===== src/hw/rtl/hps_pkg.sv =====
// Shared types and constants for the host power sequencer.
`timescale 1ns / 1ps
package hps_pkg;
	localparam int unsigned PERIOD_W  = 20;
	localparam int unsigned TIME_W    = 32;
	localparam int unsigned THRESH_W  = 30;
	localparam int unsigned CFG_IDX_W = 4;
	localparam int unsigned MS_PER_S  = 1000;

	localparam logic [CFG_IDX_W-1:0] REG_POWER  = CFG_IDX_W'(0);
	localparam logic [CFG_IDX_W-1:0] REG_SLEEP  = CFG_IDX_W'(1);
	localparam logic [CFG_IDX_W-1:0] REG_WAKEUP = CFG_IDX_W'(2);
	localparam logic [CFG_IDX_W-1:0] REG_REBOOT = CFG_IDX_W'(3);

	typedef enum logic [1:0] {
		MODE_OFF    = 2'd0,
		MODE_WAIT   = 2'd1,
		MODE_AWAKE  = 2'd2,
		MODE_REBOOT = 2'd3
	} mode_t;

	// Timeouts pre-scaled to milliseconds; zero disables.
	typedef struct packed {
		logic [THRESH_W-1:0] off_ms;
		logic [THRESH_W-1:0] power_ms;
		logic [THRESH_W-1:0] reboot_ms;
	} thresh_t;

	typedef struct packed {
		mode_t mode;
		logic  power_enable;
		logic  timed_out;
	} result_t;

	// floor(e / 1000) >= p holds exactly when e >= p * 1000
	function automatic logic [THRESH_W-1:0] to_ms(input logic [PERIOD_W-1:0] p);
		return THRESH_W'(p) * THRESH_W'(MS_PER_S);
	endfunction
endpackage


===== src/hw/rtl/host_power_sequencer.sv =====
// A request is registered into the input stage, and its result into the output register.
// Throughput: one request per cycle while results are taken; the state feedback
// (32-bit elapsed subtract and threshold compare) is combinational between state registers.
// Output register lets the input stage take one more request while a result waits to be taken.
// Reset: waiting for status, power low, entry time zero, all periods zero.
// Top level of the host power sequencer.
`timescale 1ns / 1ps
module host_power_sequencer (
	input  logic                          clk,
	input  logic                          arst_n,
	input  logic                          cfg_valid,
	output logic                          cfg_ready,
	input  logic [hps_pkg::CFG_IDX_W-1:0] cfg_index,
	input  logic [hps_pkg::PERIOD_W-1:0]  cfg_data,
	input  logic                          in_valid,
	output logic                          in_ready,
	input  logic [hps_pkg::TIME_W-1:0]    now_ms,
	input  logic                          status_pin,
	input  logic                          turn_on,
	output logic                          out_valid,
	input  logic                          out_ready,
	output logic [1:0]                    mode,
	output logic                          power_enable,
	output logic                          timed_out
);
	import hps_pkg::*;

	thresh_t           thresh;
	result_t           res;
	result_t           res_s2;
	logic              valid_s1;
	logic              valid_s2;
	logic [TIME_W-1:0] now_s1;
	logic              status_s1;
	logic              turn_on_s1;
	logic              adv_s2;
	logic              step_en;

	assign cfg_ready = 1'b1;

	hps_cfg u_cfg (
		.clk      (clk),
		.arst_n   (arst_n),
		.wr_en    (cfg_valid),
		.wr_index (cfg_index),
		.wr_data  (cfg_data),
		.thresh   (thresh)
	);

	assign adv_s2   = !valid_s2 || out_ready;
	assign in_ready = !valid_s1 || adv_s2;
	assign step_en  = valid_s1 && adv_s2;

	always_ff @(posedge clk or negedge arst_n) begin
		if (!arst_n) begin
			valid_s1 <= 1'b0;
			valid_s2 <= 1'b0;
		end else begin
			if (in_ready) begin
				valid_s1 <= in_valid;
			end
			if (adv_s2) begin
				valid_s2 <= valid_s1;
			end
		end
	end

	always_ff @(posedge clk) begin
		if (in_valid && in_ready) begin
			now_s1     <= now_ms;
			status_s1  <= status_pin;
			turn_on_s1 <= turn_on;
		end
		if (step_en) begin
			res_s2 <= res;
		end
	end

	hps_core u_core (
		.clk        (clk),
		.arst_n     (arst_n),
		.step_en    (step_en),
		.now_ms     (now_s1),
		.status_pin (status_s1),
		.turn_on    (turn_on_s1),
		.thresh     (thresh),
		.res        (res)
	);

	assign out_valid    = valid_s2;
	assign mode         = res_s2.mode;
	assign power_enable = res_s2.power_enable;
	assign timed_out    = res_s2.timed_out;
endmodule


===== src/hw/rtl/hps_cfg.sv =====
// Configuration registers, held as millisecond thresholds.
`timescale 1ns / 1ps
module hps_cfg (
	input  logic                             clk,
	input  logic                             arst_n,
	input  logic                             wr_en,
	input  logic [hps_pkg::CFG_IDX_W-1:0]    wr_index,
	input  logic [hps_pkg::PERIOD_W-1:0]     wr_data,
	output hps_pkg::thresh_t                 thresh
);
	import hps_pkg::*;

	logic [THRESH_W-1:0] power_ms_q;
	logic [THRESH_W-1:0] sleep_ms_q;
	logic [THRESH_W-1:0] wakeup_ms_q;
	logic [THRESH_W-1:0] reboot_ms_q;
	logic [THRESH_W-1:0] off_ms_q;
	logic [THRESH_W-1:0] wr_ms;

	assign wr_ms = to_ms(wr_data);

	always_ff @(posedge clk or negedge arst_n) begin
		if (!arst_n) begin
			power_ms_q  <= '0;
			sleep_ms_q  <= '0;
			wakeup_ms_q <= '0;
			reboot_ms_q <= '0;
			off_ms_q    <= '0;
		end else if (wr_en) begin
			unique case (wr_index)
				REG_POWER: power_ms_q <= wr_ms;
				REG_SLEEP: begin
					sleep_ms_q <= wr_ms;
					// off state uses the shorter of the two limits
					off_ms_q   <= (wakeup_ms_q < wr_ms) ? wakeup_ms_q : wr_ms;
				end
				REG_WAKEUP: begin
					wakeup_ms_q <= wr_ms;
					off_ms_q    <= (wr_ms < sleep_ms_q) ? wr_ms : sleep_ms_q;
				end
				REG_REBOOT: reboot_ms_q <= wr_ms;
				default: ;
			endcase
		end
	end

	assign thresh.off_ms    = off_ms_q;
	assign thresh.power_ms  = power_ms_q;
	assign thresh.reboot_ms = reboot_ms_q;
endmodule


===== src/hw/rtl/hps_core.sv =====
// Sequencer state and next-state logic for one poll.
`timescale 1ns / 1ps
module hps_core (
	input  logic                          clk,
	input  logic                          arst_n,
	input  logic                          step_en,
	input  logic [hps_pkg::TIME_W-1:0]    now_ms,
	input  logic                          status_pin,
	input  logic                          turn_on,
	input  hps_pkg::thresh_t              thresh,
	output hps_pkg::result_t              res
);
	import hps_pkg::*;

	mode_t               mode_q;
	logic [TIME_W-1:0]   entry_q;
	logic                power_q;

	logic [TIME_W-1:0]   elapsed;
	logic [THRESH_W-1:0] limit;
	mode_t               to_mode;
	mode_t               go_mode;
	mode_t               next_mode;
	logic                go;
	logic                hit;
	logic                tmo;
	logic                next_power;

	assign elapsed = now_ms - entry_q;

	always_comb begin
		limit      = thresh.power_ms;
		to_mode    = MODE_OFF;
		go_mode    = mode_q;
		go         = 1'b0;
		next_power = power_q;
		unique case (mode_q)
			MODE_OFF: begin
				limit      = thresh.off_ms;
				to_mode    = MODE_WAIT;
				next_power = 1'b0;
				go         = turn_on;
				go_mode    = MODE_WAIT;
			end
			MODE_WAIT: begin
				next_power = 1'b1;
				go         = status_pin;
				go_mode    = MODE_AWAKE;
			end
			MODE_AWAKE: begin
				go      = !status_pin;
				go_mode = MODE_REBOOT;
			end
			MODE_REBOOT: begin
				limit   = thresh.reboot_ms;
				go      = status_pin;
				go_mode = MODE_AWAKE;
			end
			default: ;
		endcase
	end

	// a transition reloads the entry time, so it masks the timeout
	assign hit       = (limit != '0) && (TIME_W'(limit) <= elapsed);
	assign tmo       = !go && hit;
	assign next_mode = tmo ? to_mode : (go ? go_mode : mode_q);

	always_ff @(posedge clk or negedge arst_n) begin
		if (!arst_n) begin
			mode_q  <= MODE_WAIT;
			entry_q <= '0;
			power_q <= 1'b0;
		end else if (step_en) begin
			mode_q  <= next_mode;
			power_q <= next_power;
			if (go || tmo) begin
				entry_q <= now_ms;
			end
		end
	end

	assign res.mode         = next_mode;
	assign res.power_enable = next_power;
	assign res.timed_out    = tmo;

	a_off_tmo_wakes: assert property (@(posedge clk) disable iff (!arst_n)
		step_en && tmo && mode_q == MODE_OFF |=> mode_q == MODE_WAIT)
		else $error("off timeout did not move to waiting");

	a_tmo_reloads: assert property (@(posedge clk) disable iff (!arst_n)
		step_en && (go || tmo) |=> entry_q == $past(now_ms))
		else $error("entry time not reloaded on state change");

	a_wait_powers: assert property (@(posedge clk) disable iff (!arst_n)
		step_en && mode_q == MODE_WAIT |=> power_q)
		else $error("power not raised in waiting state");

	a_idle_holds: assert property (@(posedge clk) disable iff (!arst_n)
		!step_en |=> $stable(mode_q) && $stable(entry_q) && $stable(power_q))
		else $error("state changed without a request");
endmodule


===== config.mk =====
export PLATFORM = sky130hd
export DESIGN_NAME = host_power_sequencer
export DESIGN_NICKNAME = d
export VERILOG_FILES = /design/src/hw/rtl/hps_pkg.sv /design/src/hw/rtl/host_power_sequencer.sv /design/src/hw/rtl/hps_cfg.sv /design/src/hw/rtl/hps_core.sv
export SDC_FILE = /design/constraint.sdc
export NUM_CORES = 1
export LEC_CHECK = 0
export BUFFER_PORTS_ARGS = -buffer_cell sky130_fd_sc_hd__buf_4
export CORE_AREA = 2 2 172 174
export DETAILED_ROUTE_END_ITERATION = 6
export DIE_AREA = 0 0 174 176
export PLACE_DENSITY = 0.74
export SYNTH_ARGS = -nofsm -noshare
export SYNTH_HDL_FRONTEND = slang
export SYNTH_SLANG_ARGS = --single-unit

===== constraint.sdc =====
create_clock -name clk -period 11 [get_ports clk]
set_input_delay 0 -clock clk [delete_from_list [all_inputs] [get_ports clk]]
set_output_delay 0 -clock clk [all_outputs]
set_load 0.01 [all_outputs]

==> flow_summary.ini, run 1 <==
[status]
status = completed

[route]
vias = 12140
ant_nets = 0
drt_iter0_drc = 669
wl_per_cell_um = 16.74
wl_um = 35590
firstDrtPassIters = 5
drc = 0
vias_per_cell = 5.711

[worst_setup_path]
rr_startpoint = u_core.entry_q[1]
cp_max_fo = 22
setup.worst_path.start = cfg_data[0]
crit_path_end_kind = flop
start_kind = input pin
crit_required_ns = 11.42
slowest_delay_ns = 0.84
critPathKind = input pin to flop
worstPathArrival_ns = 8.58
slowest_stage = nand2b_1

[clocking]
cts_resized = 0
ctsHoldBuffers = 41
post_cts_buffers = 0
clock_sinks = 210
cts-root-buf = clkbuf_16
numCtsBuffers = 23
cts_buffer_depth = 3
cts_tree = built
clk_latency_ns = 0.51
htreeDepth = 1
cts.reportedPaths.clkPinSlew_ns = 0.06

[synthesis]
syn_inst = 1641
yosysMostFrequentCell = inv_1
ys_warn_count = 0
syn-num-nets = 1941
yosysSeqAreaShare_pct = 34.77
synth_common_cells = inv_1 (199), nand2_1 (181), dfrtp_1 (171)
yosys.area.top_type_share_pct = 27.31
yosysTopAreaCell = dfrtp_1
syn_area_um2 = 15670
synth_cell_type_count = 75
ys_async_sr_fraction_pct = 81.90
synthFlopType = dfrtp_1
synth_edf_count = 38
ys_ff_latch = 210
synth.top_cells.by_area = dfrtp_1 (27%), ha_1 (13%), fa_1 (9.1%)
synth_area_per_cell_um2 = 9.547

[sta]
hold_viol = 0
rsz0062_at_grt = false
setup-violations-final = 0
min_period_over_period_pct = 74.17
tightest_slew_ns = 1.208
max_freq_ghz = 0.1226
relSlewSlack_pct = 19.24
finClkSkew_ns = 0.008376
maxSlewViolCount = 0
fin_setup_tns_ns = 0
period_minus_slack_ns = 8.159

[floorplan]
start_util_pct = 54.88
die_x_um = 174
die_area_um2 = 30620
ios = 70
coreArea_um2 = 28550
fp-row-count = 62
die_h_um = 176

[global_route]
grt_start_max_net_pins = 107
overflow = 0
grt_pass1_wl_um = 60230
grt_pass1_vias = 12230
track_usage_pct = 23.83
grt_antenna_before_repair = 0

[place]
gp_congestion = 0.9165
io_buffers = 68
dp_hpwl_um = 25990

[finish]
antenna_cells = 0
fin_nets = 2028
syn2layout_area_growth_pct = 12.59
drive_above_1_share_pct = 10.62

[hold_path]
worst_hold_path_type = input pin to flop
hold_path.startpoint = cfg_index[1]

[flow_run]
drv_cap = 0
## stage by stage
stage          worst slack, ns  utilization (%)  std cells  hold slack (ns)  cell area [um^2]
2_1_floorplan            4.531                -       1641          -0.2956             15670
3_3_place_gp             3.218            57.68       2046           0.1784             16470
3_5_place_dp             3.014            57.68       2046           0.1793             16470
4_1_cts                  2.962            61.79       2126         0.003609             17640
5_1_grt                  2.330            61.79       2126          0.03196             17640
6_report                 2.841            61.79       2126          0.01412             17640
## metal layers
layer  track usage, %  vias to the layer above  wire length, um
li1                 -                     5893                -
met1            31.57                     5894            15840
met2            41.25                      286            17150
met3            2.433                       69             1489
met4            7.983                        0             1109
met5                0                        -                0
## final timing paths
check	cells after the start	slack [ns]	endpoint
worst max register to register	24	4.32	u_core.entry_q[23]
worst min register to register	2	0.48	u_cfg.power_ms_q[19]
worst max-delay path	31	2.84	u_cfg.off_ms_q[25]
worst min-delay path	4	0.01	u_cfg.wakeup_ms_q[3]
min in group asynchronous	2	0.19	valid_s1
max in group asynchronous	3	9.37	u_cfg.reboot_ms_q[12]
## flip-flops by register name (all words and copies together), names as in the netlist
signal / flops
now_s1: 32
power_enable: 1
u_cfg.off_ms_q: 27
valid_s1: 1
u_cfg.wakeup_ms_q: 27
mode: 2
status_s1: 1
u_core.mode_q: 2
u_cfg.reboot_ms_q: 27
timed_out: 1
u_core.power_q: 1
u_cfg.sleep_ms_q: 27
turn_on_s1: 1
u_cfg.power_ms_q: 27
u_core.entry_q: 32
out_valid: 1
## final cells by class
type                    count  area, um^2
well taps                 384       480.5
flip-flops and latches    210        5446
fillers                  2399       10910
clock buffers              32       691.9
multi-input cells        1175        9204
repair buffers            119       999.7
clock inverters             7       68.82
inverters                 199       747.0
## placed cells by master, fill, tap and decap left out, drive strengths merged, types with 31 or more instances in the layout
| cell | instances |
|---|---|
| a211oi | 31 |
| a21o | 46 |
| a21oi | 67 |
| buf | 78 |
| clkbuf | 32 |
| dfrtp | 171 |
| dlygate4sd3 | 41 |
| edfxtp | 38 |
| fa | 71 |
| ha | 166 |
| inv | 201 |
| mux2 | 37 |
| nand2 | 182 |
| nor2 | 75 |
| o21ai | 167 |
## worst max-delay path: cells and delay by family
| family | cells | cell delay [ns] |
|---|---|---|
| adder cells (fa/ha/maj) | 7 | 3.08 |
| AO/OA/AOI/OAI | 12 | 2.76 |
| AND/OR/NAND/NOR | 6 | 1.33 |
| buffers and inverters | 5 | 0.93 |
| XOR/XNOR | 1 | 0.46 |
## logic make-up after synthesis
logic type      count (synthesis)  synth area share, %
xor+xnor                       51                2.971
simple gates                  395                11.59
fa+ha+maj                     238                22.39
flops                         210                34.77
mux                            46                3.235
buf+inv                       256                6.533
other cells                     1              0.02394
compound gates                444                18.49
Power of run 1 is not shown: default switching activity piles up to over one toggle a cycle in this logic, so the estimate is an artifact.
==> run 2, diff against run 1 <==
- PLACE_DENSITY: 0.74 -> 0.77
- clock period: 11 -> 6.8 ns (I/O delays scaled with it)
==> run 2 against run 1 <==
Against the previous run:
- wire length increased by 0.67%
- global-route usage rose by 0.36 points
- worst hold slack better by 0.026 ns
- core utilization is 1.3 points higher
- register-to-register slack lost 3.8 ns
- flip-flop and latch count is the same
- setup slack lost 2.4 ns
- sequential share of layout area down 0.63 points
- via count rose by 0.76%
- count of clock-buffer cells in the layout stayed put
- critical path depth decreased by 2
==> flow_summary.ini, run 2 (synthesis gave the netlist of run 1 again) <==
[sta]
min_period_over_period_pct = 93.29
tightest_slew_ns = 0.9941
hold_viol = 0
finClkSkew_ns = 0.01851
maxSlewViolCount = 0
period_minus_slack_ns = 6.344
setup-violations-final = 0
max_freq_ghz = 0.1576
rsz0062_at_grt = false
relSlewSlack_pct = 33.73

[place]
gp_congestion = 0.9326
dpl.cell_count = 2084
io_buffers = 68
place_area_um2 = 16800
dp_hpwl_um = 26810

[worst_setup_path]
cp.depth = 29
worstRegToRegCells = 25
cp_max_fo = 6
crit_end = u_cfg.off_ms_q[29]
slowest_stage = fa_1
crit_required_ns = 7.22
crit_path_end_kind = flop
setup.worst_path.start = cfg_data[4]
rrSetupSlack_ns = 0.52
critPathKind = input pin to flop
slowest_delay_ns = 0.53
rr_startpoint = u_core.entry_q[1]
path_buf_inv = 6
r2r_end = u_core.entry_q[18]
cpMostUsedCell = fa_1
cp_top_family = adder cells
worstPathArrival_ns = 6.76
start_kind = input pin

[route]
wl_um = 35830
vias_per_cell = 5.646
firstDrtPassIters = 5
drt_iter0_drc = 699
wl_per_cell_um = 16.53
ant_nets = 0
drc = 0
vias = 12230

[global_route]
grt_pass1_vias = 12760
overflow = 0
grt_pass1_wl_um = 61630
grt_antenna_before_repair = 0
grt_start_max_net_pins = 95
track_usage_pct = 24.20

[finish]
syn2layout_area_growth_pct = 14.94
antenna_cells = 0
fillers = 2365
largestRegisters = now_s1 x32, u_core.entry_q x32
mostFrequentLayoutCell = inv_1
drive_above_1_share_pct = 13.07
fin_area_um2 = 18010
fin_nets = 2068
instances_no_fill = 2167
final_util_pct = 63.08
layout_common_cells = inv_1 (198), nand2_1 (181), dfrtp_1 (171)

[floorplan]
start_util_pct = 54.88
die_h_um = 176
ios = 70
die_area_um2 = 30620
coreArea_um2 = 28550
die_x_um = 174
fp-row-count = 62

[clocking]
cts.reportedPaths.clkPinSlew_ns = 0.06
cts-root-buf = clkbuf_16
numCtsBuffers = 22
clk_latency_ns = 0.52
clock_sinks = 210
htreeDepth = 1
cts_buffer_depth = 3
cts_tree = built

[hold_path]
worst_hold_path_type = input pin to flop

[status]
status = completed

[flow_run]
drv_cap = 0
==> run 2: cell count changes in the layout (fill, tap and decap cells not counted), sizes merged <==
cell / delta
bufinv: -1
inv: -1
dlygate4sd3: +1
buf: +40
clkinv: +1
clkinvlp: +1
==> run 2: worst min-delay path by stage <==
stage          slack [ns]           endpoint  cells after the start         from
2_1_floorplan       -0.30          out_valid                      0       arst_n
3_3_place_gp         0.15          out_valid                      1       arst_n
3_5_place_dp         0.16          out_valid                      1       arst_n
4_1_cts              0.02  u_cfg.off_ms_q[4]                      4  cfg_data[1]
5_1_grt              0.06  u_cfg.off_ms_q[4]                      4  cfg_data[1]
6_report             0.04  u_cfg.off_ms_q[4]                      4  cfg_data[1]
==> run 2: through the flow <==
step	setup slack (ns)	setup TNS (ns)	hold WS, ns
floorplan	0.3306	0	-0.2956
global placement	0.04337	0	0.1499
detailed placement	-0.2116	-4.521	0.1584
CTS	0.2774	0	0.02013
global route	0.005571	0	0.06339
finish	0.4560	0	0.03990
==> run 2: layout make-up <==
type                       instances  area, um^2  share of cell area [%]
clock buffer                      32       691.9                   3.842
timing repair buffer             160        1360                   7.553
clock inverter                     7       40.04                  0.2223
inverter                         199       750.7                   4.169
sequential                       210        5446                   30.25
tap                              384       480.5                   2.668
multi-input combinational       1175        9238                   51.30
==> run 2: routing by layer <==
| metal | global-route usage [%] | part of all wire, % | vias up |
|---|---|---|---|
| li1 | - | - | 5977 |
| met1 | 31.99 | 45 | 5930 |
| met2 | 42.33 | 48 | 257 |
| met3 | 2.067 | 3.5 | 70 |
| met4 | 7.913 | 2.9 | 0 |
| met5 | 0 | 0 | - |
==> run 2: tightest hold or removal path: stages <==
cell	delay [ns]
buf_4	0.15
inv_1	0.13
buf_4	0.16
a211oi_1	0.06
==> run 2: timing repair <==
item                                    in CTS  in global routing
resized for setup                            0                 10
hold buffers                                42                  0
hold endpoints to repair                   134                  0
buffers inserted                             0                  2
endpoints found under the setup margin       0                 25
Power of run 2 is left out for the same reason.
